===== src/hdl/ntg_pkg.sv =====
package ntg_pkg;

    localparam int EXPONENT_BITS = 8;
    localparam int RES_W         = 15;
    localparam int OPND_W        = 16;
    localparam int PROD_W        = 2 * OPND_W;
    localparam int MAG_W         = 31;
    localparam int WORD_W        = 64;
    localparam int CFG_IDX_W     = 3;

    localparam logic [CFG_IDX_W-1:0] REG_ROOT_BASE  = 3'd0;
    localparam logic [CFG_IDX_W-1:0] REG_MODULUS    = 3'd1;
    localparam logic [CFG_IDX_W-1:0] REG_R2_FACTOR  = 3'd2;
    localparam logic [CFG_IDX_W-1:0] REG_LEN_INV    = 3'd3;
    localparam logic [CFG_IDX_W-1:0] REG_MOD_INV    = 3'd4;

    localparam logic [RES_W-1:0]  RST_ROOT_BASE = 15'd17;
    localparam logic [RES_W-1:0]  RST_MODULUS   = 15'd3329;
    localparam logic [RES_W-1:0]  RST_R2_FACTOR = 15'd341;
    localparam logic [RES_W-1:0]  RST_LEN_INV   = 15'd3303;
    localparam logic [WORD_W-1:0] RST_MOD_INV   = 64'h3c0f12886ba8f301;

    // which modular product the shared unit is working on
    typedef enum logic [2:0] {
        OP_ACC,   // acc * base
        OP_SQR,   // base * base
        OP_R2,    // acc * r2
        OP_F,     // length_inverse * r2
        OP_ACCF   // acc * f
    } t_op;

endpackage


===== src/hdl/ntt_twiddle_word_generator.sv =====
// Each modular product is a multiply, a 31-step restoring remainder and a
// correction; an exponent with k significant bits needs up to 2k+1 products
// (+2 with scaling), then a 15-step 64-bit shift-add and an output load.
// Throughput: one request at a time; the next is taken once the result is loaded.
// Reset (synchronous, active low) restores the register defaults and idles the sequencer.
module ntt_twiddle_word_generator (
    input  logic                               i_clk,
    input  logic                               i_rst_n,
    input  logic                               i_cfg_wr_en,
    input  logic [ntg_pkg::CFG_IDX_W-1:0]      i_cfg_idx,
    input  logic [ntg_pkg::WORD_W-1:0]         i_cfg_data,
    input  logic                               i_s_tvalid,
    output logic                               o_s_tready,
    input  logic [7:0]                         i_s_tdata,  // [7:0] exponent
    input  logic                               i_s_tuser,  // [0] scale_by_inverse_n
    output logic                               o_m_tvalid,
    input  logic                               i_m_tready,
    output logic [79:0]                        o_m_tdata   // [63:0] twiddle_word,
                                                           // [78:64] centered_value
);

    typedef enum logic [2:0] {S_IDLE, S_MUL, S_DIV, S_CORR, S_FIN, S_OUT} t_state;

    t_state                              r_state;
    ntg_pkg::t_op                        r_op;
    logic [ntg_pkg::RES_W-1:0]           r_root, r_mod, r_r2, r_li;
    logic [ntg_pkg::WORD_W-1:0]          r_minv;
    logic [ntg_pkg::EXPONENT_BITS-1:0]   r_e;
    logic                                r_scale;
    logic signed [ntg_pkg::OPND_W-1:0]   r_acc, r_base, r_f;
    logic [ntg_pkg::MAG_W-1:0]           r_dvd;
    logic [ntg_pkg::OPND_W-1:0]          r_rem;
    logic                                r_neg;
    logic [4:0]                          r_cnt;
    logic [ntg_pkg::WORD_W-1:0]          r_fin;
    logic                                r_ovalid;
    logic [79:0]                         r_odata;

    logic signed [ntg_pkg::OPND_W-1:0]   n_a, n_b;
    logic signed [ntg_pkg::PROD_W-1:0]   n_prod;
    logic [ntg_pkg::PROD_W-1:0]          n_mag;
    logic [ntg_pkg::OPND_W-1:0]          n_w, n_rem;
    logic signed [17:0]                  n_t0, n_t1, n_t2, n_m, n_half;
    logic signed [ntg_pkg::OPND_W-1:0]   n_res;
    logic [ntg_pkg::EXPONENT_BITS-1:0]   n_e_sh;
    logic [ntg_pkg::WORD_W-1:0]          n_addend;

    always_comb begin
        unique case (r_op)
            ntg_pkg::OP_ACC:  begin n_a = r_acc; n_b = r_base; end
            ntg_pkg::OP_SQR:  begin n_a = r_base; n_b = r_base; end
            ntg_pkg::OP_R2:   begin n_a = r_acc; n_b = {r_r2[14], r_r2}; end
            ntg_pkg::OP_F:    begin n_a = {1'b0, r_li}; n_b = {r_r2[14], r_r2}; end
            ntg_pkg::OP_ACCF: begin n_a = r_acc; n_b = r_f; end
            default:          begin n_a = r_acc; n_b = r_base; end
        endcase
        n_prod = n_a * n_b;
        n_mag  = n_prod[ntg_pkg::PROD_W-1] ? 32'(-n_prod) : 32'(n_prod);

        // one restoring remainder step
        n_w   = {r_rem[14:0], r_dvd[ntg_pkg::MAG_W-1]};
        n_rem = (n_w >= {1'b0, r_mod}) ? n_w - {1'b0, r_mod} : n_w;

        // truncating remainder takes the dividend's sign, then center it
        n_m    = $signed({3'b0, r_mod});
        n_half = $signed({4'b0, r_mod[14:1]});
        n_t0   = r_neg ? -$signed({2'b0, r_rem}) : $signed({2'b0, r_rem});
        n_t1   = (n_t0 >= n_half) ? n_t0 - n_m : n_t0;
        n_t2   = (n_t1 < -n_half) ? n_t1 + n_m : n_t1;
        n_res  = (r_mod == '0) ? '0 : n_t2[ntg_pkg::OPND_W-1:0];

        n_e_sh = r_e >> 1;
        n_addend = r_minv << r_cnt[3:0];
    end

    assign o_s_tready = (r_state == S_IDLE);
    assign o_m_tvalid = r_ovalid;
    assign o_m_tdata  = r_odata;

    always_ff @(posedge i_clk) begin
        if (!i_rst_n) begin
            r_state  <= S_IDLE;
            r_op     <= ntg_pkg::OP_ACC;
            r_ovalid <= 1'b0;
            r_root   <= ntg_pkg::RST_ROOT_BASE;
            r_mod    <= ntg_pkg::RST_MODULUS;
            r_r2     <= ntg_pkg::RST_R2_FACTOR;
            r_li     <= ntg_pkg::RST_LEN_INV;
            r_minv   <= ntg_pkg::RST_MOD_INV;
        end else begin
            if (i_cfg_wr_en) begin
                unique case (i_cfg_idx)
                    ntg_pkg::REG_ROOT_BASE: r_root <= i_cfg_data[14:0];
                    ntg_pkg::REG_MODULUS:   r_mod  <= i_cfg_data[14:0];
                    ntg_pkg::REG_R2_FACTOR: r_r2   <= i_cfg_data[14:0];
                    ntg_pkg::REG_LEN_INV:   r_li   <= i_cfg_data[14:0];
                    ntg_pkg::REG_MOD_INV:   r_minv <= i_cfg_data;
                    default: ;
                endcase
            end
            if (r_ovalid && i_m_tready && r_state != S_OUT) r_ovalid <= 1'b0;

            unique case (r_state)
                S_IDLE: begin
                    if (i_s_tvalid) begin
                        r_e     <= i_s_tdata[ntg_pkg::EXPONENT_BITS-1:0];
                        r_scale <= i_s_tuser;
                        r_acc   <= 16'sd1;
                        r_base  <= $signed({1'b0, r_root});
                        if (i_s_tdata[ntg_pkg::EXPONENT_BITS-1:0] == '0)
                            r_op <= ntg_pkg::OP_R2;
                        else if (i_s_tdata[0])
                            r_op <= ntg_pkg::OP_ACC;
                        else
                            r_op <= ntg_pkg::OP_SQR;
                        r_state <= S_MUL;
                    end
                end
                S_MUL: begin
                    r_dvd   <= n_mag[ntg_pkg::MAG_W-1:0];
                    r_neg   <= n_prod[ntg_pkg::PROD_W-1];
                    r_rem   <= '0;
                    r_cnt   <= '0;
                    r_state <= S_DIV;
                end
                S_DIV: begin
                    r_rem <= n_rem;
                    r_dvd <= r_dvd << 1;
                    r_cnt <= r_cnt + 5'd1;
                    if (r_cnt == 5'(ntg_pkg::MAG_W - 1)) r_state <= S_CORR;
                end
                S_CORR: begin
                    r_state <= S_MUL;
                    unique case (r_op)
                        ntg_pkg::OP_ACC: begin
                            r_acc <= n_res;
                            r_op  <= ntg_pkg::OP_SQR;
                        end
                        ntg_pkg::OP_SQR: begin
                            r_base <= n_res;
                            r_e    <= n_e_sh;
                            if (n_e_sh == '0)  r_op <= ntg_pkg::OP_R2;
                            else if (n_e_sh[0]) r_op <= ntg_pkg::OP_ACC;
                            else               r_op <= ntg_pkg::OP_SQR;
                        end
                        ntg_pkg::OP_R2: begin
                            r_acc <= n_res;
                            if (r_scale) begin
                                r_op <= ntg_pkg::OP_F;
                            end else begin
                                r_fin   <= '0;
                                r_cnt   <= '0;
                                r_state <= S_FIN;
                            end
                        end
                        ntg_pkg::OP_F: begin
                            r_f  <= n_res;
                            r_op <= ntg_pkg::OP_ACCF;
                        end
                        default: begin
                            r_acc   <= n_res;
                            r_fin   <= '0;
                            r_cnt   <= '0;
                            r_state <= S_FIN;
                        end
                    endcase
                end
                S_FIN: begin
                    // top bit of the 15-bit residue carries negative weight
                    if (r_acc[r_cnt[3:0]]) begin
                        if (r_cnt == 5'(ntg_pkg::RES_W - 1)) r_fin <= r_fin - n_addend;
                        else                                  r_fin <= r_fin + n_addend;
                    end
                    r_cnt <= r_cnt + 5'd1;
                    if (r_cnt == 5'(ntg_pkg::RES_W - 1)) r_state <= S_OUT;
                end
                S_OUT: begin
                    if (!r_ovalid || i_m_tready) begin
                        r_odata  <= {1'b0, r_acc[ntg_pkg::RES_W-1:0], r_fin};
                        r_ovalid <= 1'b1;
                        r_state  <= S_IDLE;
                    end
                end
                default: r_state <= S_IDLE;
            endcase
        end
    end

endmodule

===== config.mk =====
export PLATFORM = sky130hd
export DESIGN_NAME = ntt_twiddle_word_generator
export DESIGN_NICKNAME = d
export VERILOG_FILES = /design/src/hdl/ntg_pkg.sv /design/src/hdl/ntt_twiddle_word_generator.sv
export SDC_FILE = /design/constraint.sdc
export NUM_CORES = 2
export LEC_CHECK = 0
export ABC_AREA = 1
export BUFFER_PORTS_ARGS = -buffer_cell sky130_fd_sc_hd__buf_4
export CAP_MARGIN = 20
export CORE_MARGIN = 3
export CORE_UTILIZATION = 45
export DETAILED_ROUTE_END_ITERATION = 10
export GPL_ROUTABILITY_DRIVEN = 0
export SLEW_MARGIN = 40
export SYNTH_ARGS = -nofsm -noshare
export SYNTH_HDL_FRONTEND = slang
export SYNTH_SLANG_ARGS = --single-unit
export TNS_END_PERCENT = 10

===== constraint.sdc =====
create_clock -name i_clk -period 10.2 [get_ports i_clk]
set_clock_uncertainty 0.05 [all_clocks]
set_input_delay 0.51 -clock i_clk [delete_from_list [all_inputs] [get_ports i_clk]]
set_output_delay 0.51 -clock i_clk [all_outputs]
set_load 0.02 [all_outputs]

==> impl_metrics.yaml <==
clocking:
  clk_latency_ns: 0.61
  cts.path.max_buffers: 3
  cts.sinks: 383
  postCtsSetupBuffers: 0
  cts.clk_slew.worst_paths_ns: 0.06
  cts_hold_buf: 0
  cts_inserted_buffers: 45
  postCtsResizedCells: 0
  cts_max_level: 2
  tritoncts: "yes"
  cts_root_buffer: "clkbuf_16"
critical_path:
  ff2ff_setup_slack_ns: 0.75
  slowest_delay_ns: 0.65
  path_class: "flop to flop"
  r2r_cells: 34
  crit_fanout: 21
  slowest_stage: "o21ai_1"
  r2r_end: "r_dvd[2]$_DFFE_PP_"
  crit_top_cell: "nand2_1"
  arrival_ns: 9.75
  r2r_start: "r_op[2]$_SDFFE_PN0P_"
  worst_setup_path_start_kind: "flop"
  cp.required_ns: 10.50
  end_kind: "flop"
  crit_path_start: "r_op[2]$_SDFFE_PN0P_"
grt:
  grt_pass1_wl_um: 193000
  track_usage_pct: 27.2
  grt_pass1_vias: 34600
  antenna_found_initial: 3
  overflow: 0
  grt_start_max_net_pins: 93
floorplan:
  core-area_um2: 84400
  fp.dieH_um: 299
  rows: 106
  floorplan.initialDensity_pct: 45.8
  dieWidth_um: 299
  dieArea_um2: 89500
  ios: 163
hold_path:
  hp-start: "i_cfg_data[15]"
  holdPathEnd: "r_minv[15]$_SDFFE_PN1P_"
  holdPathStages: 3
  hp-class: "primary input to flop"
logic_synthesis:
  synthArstFlopShare_pct: 0
  yosysTopAreaCellShare_pct: 19.6
  syn_area_um2: 38700
  ys_ff_latch: 383
  ys_types: 67
  syn-num-nets: 5921
  syn_area_per_cell_um2: 7.23
  yosysTopAreaCell: "edfxtp_1"
  synth_area_leaders: "edfxtp_1 (20%), fa_1 (14%), nand2_1 (12%)"
  synth_edf_count: 252
  yosysWarningCount: 0
  seq_area_frac_synth_pct: 26.4
  ys.flop_type: "edfxtp_1"
  syn_inst: 5347
timing:
  max_freq_mhz: 106
  rsz0062_at_grt: "no"
  setup-violations-final: 0
  period_needed_ns: 9.45
  worst_slew_pin_slew_ns: 0.875
  finalHoldViolations: 0
  relSlewSlack_pct: 41.3
  whs_ns: 0.0738
  final_max_slew_viol_count: 0
  period_share_pct: 92.6
  fin_tns_setup_ns: 0
cells_and_area:
  register_area_um2: 10200
  final_common_cell: "nand2_1"
  syn_to_final_growth_pct: 9.60
  layout_common_cells: "nand2_1 (1268), inv_1 (851), nor2_1 (587)"
  fin_util_pct: 50.2
  drive_gt1_share_pct: 7.25
  fin_nets: 6002
  num_antenna_cells: 0
  multi_input_area_um2: 24500
  nFillCells: 8570
drt:
  avgViaCountPerCell: 5.37
  drcViolationCount: 0
  drt-total-wl_um: 123000
  drt_iter0_markers: 2887
  ant_nets: 0
  firstDrtPassIters: 8
  vias: 35400
  wl_per_cell_um: 18.6
placed_design:
  hpwl_um: 98600
  io_buffer_count: 161
status:
  status: "completed"
job:
  drv_cap: 0
worst max-delay path by stage:
stage                     slack [ns]  cells past startpoint                   to
final                           0.75                     34   r_dvd[2]$_DFFE_PP_
after global routing            0.05                     34   r_dvd[2]$_DFFE_PP_
after CTS                       0.52                     34   r_dvd[2]$_DFFE_PP_
after detailed placement        0.54                     34  r_dvd[14]$_DFFE_PP_
after global placement          0.21                     31  r_dvd[12]$_DFFE_PP_
after floorplan                 2.58                     35  r_dvd[22]$_DFFE_PP_
state kept, by name, summed over array words and instances, names as in the netlist, 3 cells and up:
name / flops
o_m_tdata: 79
r_acc: 16
r_base: 16
r_cnt: 5
r_dvd: 31
r_e: 7
r_f: 16
r_fin: 64
r_li: 15
r_minv: 64
r_mod: 15
r_op: 3
r_r2: 15
r_rem: 16
r_root: 15
r_state: 3
Yosys cell counts (44+ instances only):
library cell / number
xnor2_1: 44
xor2_1: 102
clkbuf_1: 103
nor2_1: 590
o21ai_0: 335
fa_1: 266
dfxtp_1: 131
a21oi_1: 355
inv_1: 854
nand4_1: 62
nor3_1: 46
nand2_1: 1268
ha_1: 227
o21ai_1: 116
nand3_1: 201
edfxtp_1: 252
layer usage:
layer | GRT usage [%] | routed length (um)
met1 | 35.0 | 51600
met2 | 45.9 | 57200
met3 | 4.11 | 8690
met4 | 11.2 | 5480
met5 | 0 | 26
critical path, delay by kind of cell, from the launching register on:
family,cells,cell delay [ns]
fa+ha+maj,7,3.43
simple gates,17,2.43
buf+inv,7,1.59
compound gates,2,0.77
xor+xnor,1,0.47
flops,1,0.45
final cells by class:
cell class	count	area share, %
clock buffers	57	2.94
clock inverters	27	0.478
inverters	881	7.81
multi-input cells	3919	57.8
flip-flops and latches	383	24.0
well taps	1134	3.35
repair buffers	198	3.53
kinds of logic (layout without fill, tap and decap cells):
family          count (synthesis)  count (layout)  share of synthesized area [%]
mux                             8               8                          0.239
fa+ha+maj                     493             493                           21.1
simple gates                 2263            2263                           24.1
compound gates               1008            1008                           14.4
xor+xnor                      146             146                           3.31
flops                         383             383                           26.4
buf+inv                      1045            1163                           10.5
other cells                     1               1                        0.00970
stage by stage:
step                instance area (um2)  cells  setup slack (ns)
finish                            42400   6599             0.751
global route                      42400   6599            0.0459
CTS                               42400   6599             0.521
detailed placement                40900   6515             0.541
global placement                  40900   6514             0.213
floorplan                         38700   5347              2.58
Power is left out: the tool's default activity adds up to more than one toggle a clock period on the data nets, which glitch-free logic cannot reach.
